`src/lcgrd_pkg.sv`:
```
// ---------------------------------------------------------------------------
// lcgrd_pkg: shared types and constants of the 48-bit LCG draw block
// Request and result words, draw kinds, generator constants and the widths
// of the shared multiplier.
// ---------------------------------------------------------------------------
`default_nettype none

package lcgrd_pkg;

    // generator
    localparam int unsigned LCG_BITS  = 48;
    localparam int unsigned MULT_BITS = 35;
    localparam logic [MULT_BITS-1:0] LCG_MULT = 35'd25214903917;
    localparam logic [LCG_BITS-1:0]  LCG_INC  = 48'd11;

    // fraction assembly: 26 bits from the first step, 27 from the second
    localparam int unsigned HI_BITS   = 26;
    localparam int unsigned LO_BITS   = 27;
    localparam int unsigned FRAC_BITS = 53;
    localparam int unsigned PROB_BITS = 54;

    // shared multiplier: A x B -> P
    localparam int unsigned MUL_A_W = 27;
    localparam int unsigned MUL_B_W = 33;
    localparam int unsigned MUL_P_W = MUL_A_W + MUL_B_W;

    // half of the state word used for partial products
    localparam int unsigned HALF_W = 24;

    // draw kinds
    localparam logic [1:0] KIND_FRAC = 2'd0;
    localparam logic [1:0] KIND_INT  = 2'd1;
    localparam logic [1:0] KIND_BOOL = 2'd2;

    typedef struct packed {
        logic [1:0]            kind;
        logic signed [31:0]    low_bound;
        logic signed [31:0]    high_bound;
        logic [PROB_BITS-1:0]  probability;
    } req_t;

    typedef struct packed {
        logic [FRAC_BITS-1:0]  fraction;
        logic signed [31:0]    int_value;
        logic                  bool_value;
        logic                  bad_range;
    } rsp_t;

    // top -> core control
    typedef struct packed {
        logic start;
        logic res_ready;
        logic seed_load;
    } core_ctl_t;

    // core -> top status
    typedef struct packed {
        logic idle;
        logic done;
    } core_sts_t;

endpackage

`default_nettype wire

```
`src/lcgrd_mul.sv`:
```
// ---------------------------------------------------------------------------
// lcgrd_mul: shared registered multiplier
// Unsigned 27 x 33 product, registered; one result per cycle.
// ---------------------------------------------------------------------------
`default_nettype none

module lcgrd_mul (
    input  wire logic                         clk,
    input  wire logic [lcgrd_pkg::MUL_A_W-1:0] op_a,
    input  wire logic [lcgrd_pkg::MUL_B_W-1:0] op_b,
    output logic      [lcgrd_pkg::MUL_P_W-1:0] prod
);

    localparam int unsigned PW = lcgrd_pkg::MUL_P_W;

    logic [lcgrd_pkg::MUL_P_W-1:0] prod_reg;
    logic [lcgrd_pkg::MUL_P_W-1:0] prod_next;

    assign prod_next = PW'(op_a) * PW'(op_b);

    always_ff @(posedge clk)
    begin
        prod_reg <= prod_next;
    end

    assign prod = prod_reg;

endmodule

`default_nettype wire

```
`src/lcgrd_core.sv`:
```
// ---------------------------------------------------------------------------
// lcgrd_core: draw sequencer
// Holds the generator state and steps it through the shared multiplier:
// three partial products per LCG step, two steps per draw, then two more
// products to scale the fraction for integer draws.
// ---------------------------------------------------------------------------
`default_nettype none

module lcgrd_core (
    input  wire logic                  clk,
    input  wire logic                  rst_n,
    input  wire lcgrd_pkg::core_ctl_t  ctl,
    input  wire lcgrd_pkg::req_t       req,
    input  wire logic [lcgrd_pkg::LCG_BITS-1:0] seed,
    output lcgrd_pkg::core_sts_t       sts,
    output lcgrd_pkg::rsp_t            res
);

    localparam int unsigned HW = lcgrd_pkg::HALF_W;
    localparam int unsigned LB = lcgrd_pkg::LCG_BITS;
    localparam int unsigned AW = lcgrd_pkg::MUL_A_W;
    localparam int unsigned BW = lcgrd_pkg::MUL_B_W;
    localparam int unsigned PW = lcgrd_pkg::MUL_P_W;
    localparam int unsigned FW = lcgrd_pkg::FRAC_BITS;
    localparam int unsigned HB = lcgrd_pkg::HI_BITS;
    localparam int unsigned LOB = lcgrd_pkg::LO_BITS;

    // sequencer states
    localparam logic [3:0] S_IDLE = 4'd0;
    localparam logic [3:0] S_M0   = 4'd1;   // issue s_lo * m_lo
    localparam logic [3:0] S_M1   = 4'd2;   // acc = p + inc, issue s_lo * m_hi
    localparam logic [3:0] S_M2   = 4'd3;   // acc += p << 24, issue s_hi * m_lo
    localparam logic [3:0] S_M3   = 4'd4;   // new state = acc + p << 24
    localparam logic [3:0] S_S0   = 4'd5;   // issue frac_lo * range
    localparam logic [3:0] S_S1   = 4'd6;   // acc = p >> 27, issue frac_hi * range
    localparam logic [3:0] S_S2   = 4'd7;   // offset = (p + acc) >> 26
    localparam logic [3:0] S_FIN  = 4'd8;   // result ready

    localparam logic [HW-1:0]    M_LO = lcgrd_pkg::LCG_MULT[HW-1:0];
    localparam logic [10:0]      M_HI = lcgrd_pkg::LCG_MULT[lcgrd_pkg::MULT_BITS-1:HW];

    logic [3:0]   state_reg, state_next;
    logic         step_reg, step_next;
    logic [LB-1:0] lcg_reg, lcg_next;

    logic [1:0]   kind_reg, kind_next;
    logic [31:0]  low_reg, low_next;
    logic [32:0]  range_reg, range_next;
    logic [lcgrd_pkg::PROB_BITS-1:0] prob_reg, prob_next;
    logic [LB-1:0] acc_reg, acc_next;
    logic [FW-1:0] frac_reg, frac_next;
    logic [31:0]  ival_reg, ival_next;
    logic         bad_reg, bad_next;

    logic [AW-1:0] op_a;
    logic [BW-1:0] op_b;
    logic [PW-1:0] prod;

    logic [LB-1:0] step_sum;
    logic [PW-1:0] scale_sum;
    logic [31:0]   lo_flip, hi_flip;
    logic          start_bad;

    lcgrd_mul u_mul (
        .clk  (clk),
        .op_a (op_a),
        .op_b (op_b),
        .prod (prod)
    );

    // operand select for the shared multiplier
    always_comb
    begin
        op_a = '0;
        op_b = '0;
        case (state_reg)
            S_M0:
            begin
                op_a = AW'(lcg_reg[HW-1:0]);
                op_b = BW'(M_LO);
            end
            S_M1:
            begin
                op_a = AW'(lcg_reg[HW-1:0]);
                op_b = BW'(M_HI);
            end
            S_M2:
            begin
                op_a = AW'(lcg_reg[LB-1:HW]);
                op_b = BW'(M_LO);
            end
            S_S0:
            begin
                op_a = AW'(frac_reg[LOB-1:0]);
                op_b = range_reg;
            end
            S_S1:
            begin
                op_a = AW'(frac_reg[FW-1:LOB]);
                op_b = range_reg;
            end
            default:
            begin
                op_a = '0;
                op_b = '0;
            end
        endcase
    end

    // signed compare through sign-bit flip
    assign lo_flip   = req.low_bound  ^ 32'h8000_0000;
    assign hi_flip   = req.high_bound ^ 32'h8000_0000;
    assign start_bad = (req.kind == lcgrd_pkg::KIND_INT) && (lo_flip > hi_flip);

    // cross terms only contribute their low half above bit 24
    assign step_sum  = acc_reg + {prod[HW-1:0], {HW{1'b0}}};
    assign scale_sum = prod + PW'(acc_reg[32:0]);

    always_comb
    begin
        state_next = state_reg;
        step_next  = step_reg;
        lcg_next   = lcg_reg;
        kind_next  = kind_reg;
        low_next   = low_reg;
        range_next = range_reg;
        prob_next  = prob_reg;
        acc_next   = acc_reg;
        frac_next  = frac_reg;
        ival_next  = ival_reg;
        bad_next   = bad_reg;
        case (state_reg)
            S_IDLE:
            begin
                if (ctl.seed_load)
                begin
                    lcg_next = seed;
                end
                if (ctl.start)
                begin
                    kind_next  = req.kind;
                    low_next   = req.low_bound;
                    range_next = {1'b0, hi_flip} - {1'b0, lo_flip} + 33'd1;
                    prob_next  = req.probability;
                    frac_next  = '0;
                    ival_next  = '0;
                    bad_next   = start_bad;
                    step_next  = 1'b0;
                    if (start_bad || (req.kind != lcgrd_pkg::KIND_FRAC &&
                                      req.kind != lcgrd_pkg::KIND_INT &&
                                      req.kind != lcgrd_pkg::KIND_BOOL))
                    begin
                        state_next = S_FIN;
                    end
                    else
                    begin
                        state_next = S_M0;
                    end
                end
            end
            S_M0:
            begin
                state_next = S_M1;
            end
            S_M1:
            begin
                acc_next   = prod[LB-1:0] + lcgrd_pkg::LCG_INC;
                state_next = S_M2;
            end
            S_M2:
            begin
                acc_next   = step_sum;
                state_next = S_M3;
            end
            S_M3:
            begin
                lcg_next = step_sum;
                if (!step_reg)
                begin
                    frac_next[FW-1:LOB] = step_sum[LB-1:LB-HB];
                    step_next  = 1'b1;
                    state_next = S_M0;
                end
                else
                begin
                    frac_next[LOB-1:0] = step_sum[LB-1:LB-LOB];
                    if (kind_reg == lcgrd_pkg::KIND_INT)
                    begin
                        state_next = S_S0;
                    end
                    else
                    begin
                        state_next = S_FIN;
                    end
                end
            end
            S_S0:
            begin
                state_next = S_S1;
            end
            S_S1:
            begin
                acc_next   = LB'(prod[PW-1:LOB]);
                state_next = S_S2;
            end
            S_S2:
            begin
                // offset < 2^32 since fraction < 2^53
                ival_next  = low_reg + scale_sum[HB+31:HB];
                state_next = S_FIN;
            end
            S_FIN:
            begin
                if (ctl.res_ready)
                begin
                    state_next = S_IDLE;
                end
            end
            default:
            begin
                state_next = S_IDLE;
            end
        endcase
    end

    always_ff @(posedge clk or negedge rst_n)
    begin
        if (!rst_n)
        begin
            state_reg <= S_IDLE;
            step_reg  <= 1'b0;
            lcg_reg   <= '0;
        end
        else
        begin
            state_reg <= state_next;
            step_reg  <= step_next;
            lcg_reg   <= lcg_next;
        end
    end

    always_ff @(posedge clk)
    begin
        kind_reg  <= kind_next;
        low_reg   <= low_next;
        range_reg <= range_next;
        prob_reg  <= prob_next;
        acc_reg   <= acc_next;
        frac_reg  <= frac_next;
        ival_reg  <= ival_next;
        bad_reg   <= bad_next;
    end

    assign sts.idle = (state_reg == S_IDLE);
    assign sts.done = (state_reg == S_FIN);

    assign res.fraction   = frac_reg;
    assign res.int_value  = ival_reg;
    assign res.bool_value = (kind_reg == lcgrd_pkg::KIND_BOOL) &&
                            ({1'b0, frac_reg} < prob_reg);
    assign res.bad_range  = bad_reg;

    // generator state only moves at the end of a step or on a seed load
    assert property (@(posedge clk) disable iff (!rst_n)
        (state_reg != S_M3 && !(state_reg == S_IDLE && ctl.seed_load))
        |=> $stable(lcg_reg))
    else $error("lcg state changed outside a step");

    // a rejected range never carries a draw
    assert property (@(posedge clk) disable iff (!rst_n)
        (sts.done && res.bad_range) |-> (res.fraction == '0 && res.int_value == '0))
    else $error("bad range result carries data");

    // a finished result holds until the output side takes it
    assert property (@(posedge clk) disable iff (!rst_n)
        (sts.done && !ctl.res_ready) |=> (sts.done && $stable(frac_reg) && $stable(ival_reg)))
    else $error("result dropped while waiting");

    // a draw starts only from idle on a start request
    assert property (@(posedge clk) disable iff (!rst_n)
        (state_reg == S_IDLE && !ctl.start) |=> (state_reg == S_IDLE))
    else $error("sequencer left idle without a request");

endmodule

`default_nettype wire

```
`src/lcg48_random_draw.sv`:
```
// ---------------------------------------------------------------------------
// lcg48_random_draw: 48-bit LCG random draw block
// Fraction, bounded integer and Bernoulli draws from a seeded 48-bit LCG.
// ---------------------------------------------------------------------------
// The block keeps a 48-bit LCG state (x = x * 25214903917 + 11 mod 2^48),
// loaded directly by a write on the cfg port (no scrambling). Each draw steps
// the state twice and joins the top 26 and 27 bits into a 53-bit fraction.
// Kind 0 returns the fraction, kind 1 returns low_bound + floor(f*range/2^53)
// exactly, kind 2 returns fraction < probability. A kind 1 request with
// low_bound > high_bound returns bad_range with zero fields and leaves the
// state alone; kind 3 returns an all-zero word and leaves the state alone.
// Timing: one request word is in flight at a time. For kinds 0 and 2 the core
// steps through S_M0..S_M3 twice and then S_FIN; kind 1 adds S_S0..S_S2
// before S_FIN; a bad range or kind 3 goes straight to S_FIN. The result word
// is loaded into the output register from S_FIN once it is free, as the core
// returns to idle, and a new request is taken from idle.
// Draw length is set by the single shared 27x33 registered multiplier: each
// LCG step needs three partial products and the two steps of a draw are
// dependent; integer draws add two more products for the range scaling.
// The output register lets the next request start while a result waits.
// Seed writes are taken only while the sequencer is idle (cfg_ready).
// ---------------------------------------------------------------------------
`default_nettype none

module lcg48_random_draw (
    input  wire logic                                clk,
    input  wire logic                                rst_n,
    // request channel
    input  wire logic                                req_valid,
    output logic                                     req_stall,
    input  wire lcgrd_pkg::req_t                     req_word,
    // result channel
    output logic                                     rsp_valid,
    input  wire logic                                rsp_stall,
    output lcgrd_pkg::rsp_t                          rsp_word,
    // seed write channel
    input  wire logic                                cfg_valid,
    output logic                                     cfg_ready,
    input  wire logic [lcgrd_pkg::LCG_BITS-1:0]      cfg_data
);

    lcgrd_pkg::core_ctl_t ctl;
    lcgrd_pkg::core_sts_t sts;
    lcgrd_pkg::rsp_t      core_res;

    logic            rsp_valid_reg, rsp_valid_next;
    lcgrd_pkg::rsp_t rsp_word_reg, rsp_word_next;
    logic            out_free;

    // output register is free when empty or being taken this cycle
    assign out_free = !rsp_valid_reg || !rsp_stall;

    assign req_stall = !sts.idle;
    assign cfg_ready = sts.idle;

    assign ctl.start     = req_valid && sts.idle;
    assign ctl.res_ready = out_free;
    assign ctl.seed_load = cfg_valid && sts.idle;

    lcgrd_core u_core (
        .clk   (clk),
        .rst_n (rst_n),
        .ctl   (ctl),
        .req   (req_word),
        .seed  (cfg_data),
        .sts   (sts),
        .res   (core_res)
    );

    always_comb
    begin
        rsp_valid_next = rsp_valid_reg;
        rsp_word_next  = rsp_word_reg;
        if (sts.done && out_free)
        begin
            rsp_valid_next = 1'b1;
            rsp_word_next  = core_res;
        end
        else if (!rsp_stall)
        begin
            rsp_valid_next = 1'b0;
        end
    end

    always_ff @(posedge clk or negedge rst_n)
    begin
        if (!rst_n)
        begin
            rsp_valid_reg <= 1'b0;
        end
        else
        begin
            rsp_valid_reg <= rsp_valid_next;
        end
    end

    always_ff @(posedge clk)
    begin
        rsp_word_reg <= rsp_word_next;
    end

    assign rsp_valid = rsp_valid_reg;
    assign rsp_word  = rsp_word_reg;

endmodule

`default_nettype wire

```
`config.mk`:
```
export PLATFORM = sky130hd
export DESIGN_NAME = lcg48_random_draw
export DESIGN_NICKNAME = d
export VERILOG_FILES = /design/src/lcgrd_pkg.sv /design/src/lcgrd_mul.sv /design/src/lcgrd_core.sv /design/src/lcg48_random_draw.sv
export SDC_FILE = /design/constraint.sdc
export NUM_CORES = 2
export LEC_CHECK = 0
export ABC_AREA = 0
export BUFFER_PORTS_ARGS = -buffer_cell sky130_fd_sc_hd__buf_2
export CAP_MARGIN = 20
export CORE_MARGIN = 8
export CORE_UTILIZATION = 50
export DETAILED_ROUTE_END_ITERATION = 8
export GPL_TIMING_DRIVEN = 0
export PLACE_DENSITY = 0.67
export SLEW_MARGIN = 20
export SYNTH_ARGS = -nofsm -noshare
export SYNTH_HDL_FRONTEND = slang
export SYNTH_SLANG_ARGS = --single-unit
export TNS_END_PERCENT = 30
```
`constraint.sdc`:
```
create_clock -name clk -period 20 [get_ports clk]
set_input_delay 1 -clock clk [delete_from_list [all_inputs] [get_ports clk]]
set_output_delay 1 -clock clk [all_outputs]
set_load 0.05 [all_outputs]
```
==> flow_metrics.py <==
metrics = {
    "critical_path": {
        "slowest_stage": "clkbuf_1",
        "crit_path_end_kind": "flop",
        "worstReg2RegStart": "u_core.state_reg[0]",
        "critPathLaunch": "u_core.state_reg[0]",
        "cp_max_fo": 10,
        "critPathMaxStageDelay_ns": 0.86,
        "worst_path_most_repeated_cell": "fa_1",
        "cp.arrival_ns": 12.81,
        "required_ns": 20.48,
        "criticalPathCategory": "flop to flop",
        "critPathLaunchType": "flop",
    },
    "placement": {
        "dp_hpwl_um": 150000,
        "dp_cells": 7140,
        "dp_slack_ns": 8.10,
        "numPortBuffers": 262,
        "gp_congestion": 1.02,
    },
    "cells_and_area": {
        "largest_register_ff_count": 87,
        "synthToLayoutAreaGrowth_pct": 9.24,
        "fillers": 9450,
        "final_cell_count_no_fill": 7232,
        "layout.nets": 7190,
        "final_core_util_pct": 55.0,
        "drive_gt1_share_pct": 6.71,
    },
    "yosys": {
        "avgSynthCellArea_um2": 9.50,
        "synth_seq_area_share_pct": 24.6,
        "ys_seq_elements": 456,
        "synthCells": 5485,
        "synth_edf_count": 342,
        "async_reset_ff_share_pct": 11.8,
        "netlist_area_mm2": 0.0521,
        "synth.distinct_cells": 84,
        "synthesis.nets": 6868,
        "yosys_most_used_dff": "edfxtp_1",
        "yosysWarnings": 0,
    },
    "global_routing": {
        "antenna_found_initial": 12,
        "grt_pass1_wl_um": 268000,
        "grtUsageMet2_pct": 48.2,
        "grt_usage_pct": 31.2,
        "use_met3_pct": 8.32,
        "met1_usage_pct": 40.4,
        "grt_max_degree": 67,
        "busiest_layer": "met2",
        "grt_pass1_vias": 41700,
        "overflow": 0,
    },
    "timing": {
        "clock.fmax_ghz": 0.0811,
        "fin_crit_sh_pct": 61.6,
        "setup_viol": 0,
        "period_needed_ns": 12.33,
        "hold_viol": 0,
        "fin_ws_ns": 7.67,
        "rsz0062_at_grt": "false",
        "setup_tns_ns": 0,
        "relSlewSlack_pct": 14.0,
        "final_max_slew_viol_count": 0,
        "worst_slew_pin_slew_ns": 1.29,
        "finClkSkew_ns": 0.0422,
    },
    "clock_network": {
        "post-cts-setup-buffers": 0,
        "ctsHoldBuffers": 0,
        "numCtsBuffers": 44,
        "tritoncts": "built",
        "root_buffer": "clkbuf_16",
        "cts.sinks": 456,
        "clk_path_buf_depth": 3,
        "clock_latency_ns": 0.62,
        "cts_resized": 0,
        "htreeDepth": 2,
        "clk_pin_slew_ns": 0.06,
    },
    "outcome": {
        "status": "finished clean",
    },
    "routing": {
        "drcViolationCount": 0,
        "first_iter_violations": 4772,
        "avgRoutedWirePerCell_um": 25.2,
        "ant_nets": 0,
        "drt_pass1_iterations": 6,
        "wirelength_um": 182000,
        "viasPerCell": 5.75,
        "vias": 41600,
    },
    "min_path": {
        "min_path_type": "flop to flop",
        "worstHoldStart": "u_core.ival_reg[29]",
    },
    "floorplan": {
        "rows": 118,
        "initial_core_util_pct": 50.4,
        "dieArea_mm2": 0.115,
        "die_w_um": 339,
        "die_y_um": 339,
        "core_mm2": 0.103,
        "io-pin-count": 263,
    },
    "job": {
        "maxCapViolCount": 0,
    },
}
-- cell usage in the layout, fill, tap and decap left out, drive strengths merged, types with 24 or more instances in the layout --
| master | netlist | layout |
|---|---|---|
| nor3 | 30 | 30 |
| buf | 19 | 295 |
| nand3 | 64 | 64 |
| fa | 777 | 777 |
| nand4 | 48 | 48 |
| inv | 1046 | 1048 |
| dfrtp | 54 | 54 |
| edfxtp | 342 | 342 |
| a222oi | 24 | 24 |
| nand2 | 826 | 826 |
| a21oi | 206 | 206 |
| clkbuf | 199 | 266 |
| o21bai | 38 | 38 |
| and2 | 49 | 49 |
| nand2b | 34 | 34 |
| ha | 433 | 433 |
| a21o | 113 | 113 |
| o21ai | 132 | 132 |
| dfxtp | 60 | 60 |
| nor2 | 477 | 477 |
| mux2i | 45 | 45 |
| xor2 | 92 | 92 |
| xnor2 | 109 | 109 |
-- cells in the mapped netlist, drive strengths merged, types with 8 or more instances --
| library cell | instances | area [um^2] |
|---|---|---|
| inv | 1046 | 3930 |
| nand2 | 826 | 3100 |
| fa | 777 | 15600 |
| nor2 | 477 | 1790 |
| ha | 433 | 5420 |
| edfxtp | 342 | 10300 |
| a21oi | 206 | 1040 |
| clkbuf | 199 | 748 |
| o21ai | 132 | 668 |
| a21o | 113 | 850 |
| xnor2 | 109 | 955 |
| xor2 | 92 | 813 |
| nand3 | 64 | 320 |
| dfxtp | 60 | 1200 |
| dfrtp | 54 | 1350 |
| and2 | 49 | 307 |
| nand4 | 48 | 300 |
| mux2i | 45 | 450 |
| o21bai | 38 | 285 |
| nand2b | 34 | 213 |
| nor3 | 30 | 150 |
| a222oi | 24 | 240 |
| a211oi | 22 | 170 |
| and3 | 21 | 131 |
| o22ai | 20 | 125 |
| buf | 19 | 73.8 |
| nor2b | 19 | 119 |
| a31oi | 18 | 125 |
| o21a | 18 | 135 |
| o211ai | 13 | 103 |
| o31ai | 11 | 82.6 |
| a31o | 9 | 78.8 |
| o221ai | 9 | 78.8 |
| or2 | 9 | 56.3 |
| or3 | 9 | 56.3 |
| a22oi | 8 | 60.1 |
-- worst max-delay path: cells and delay by family, from the launching register on --
kind	cells	cell delay [ns]
fa+ha+maj	8	3.82
buf+inv	10	3.14
xor+xnor	1	0.13
simple gates	4	1.59
flops	1	0.33
compound gates	10	3.12
-- cell families (layout without fill, tap and decap cells) --
group / count (synthesis) / count (layout) / share of synthesized area [%]
simple gates: 1607 / 1607 / 12.9
buf+inv: 1264 / 1620 / 9.11
flops: 456 / 456 / 24.6
compound gates: 698 / 698 / 8.80
xor+xnor: 202 / 202 / 3.44
mux: 48 / 48 / 0.929
fa+ha+maj: 1210 / 1210 / 40.2
other cells: 0 / 11 / 0
-- layout make-up --
| type | instances | area, um^2 | area share [%] |
|---|---|---|---|
| Antenna cell | 11 | 27.5 | 0.0484 |
| Buffer | 218 | 823 | 1.45 |
| Clock buffer | 67 | 1300 | 2.28 |
| Clock inverter | 13 | 154 | 0.270 |
| Inverter | 1046 | 3930 | 6.91 |
| Multi-Input combinational cell | 3765 | 34600 | 60.8 |
| Sequential cell | 456 | 12800 | 22.5 |
| Tap cell | 1380 | 1730 | 3.03 |
| Timing Repair Buffer | 276 | 1540 | 2.70 |
-- worst paths after layout --
check                                         to  slack, ns  cells past startpoint
max                        u_core.u_mul.prod[58]       7.67                     33
min reg2reg                         rsp_word[31]       0.42                      0
max in group asynchronous      u_core.lcg_reg[5]      18.97                      1
min in group asynchronous     u_core.lcg_reg[29]       0.45                      1
max reg2reg                u_core.u_mul.prod[58]       7.67                     33
min                                 rsp_word[31]       0.42                      0
-- routing by layer --
layer	vias to the layer above	part of all wire, %
met5	-	0.0055
met4	2	6.2
met3	472	11
met2	2328	44
met1	20700	38
li1	18000	-
-- stage by stage --
step	hold WS (ns)	cell area (um^2)
2_1_floorplan	0.400	52100
3_3_place_gp	0.404	55200
3_5_place_dp	0.406	55400
4_1_cts	0.420	56900
5_1_grt	0.425	56900
6_report	0.419	56900
Power is not shown: default switching activity piles up to over one toggle a cycle in this logic, so the estimate is an artifact.
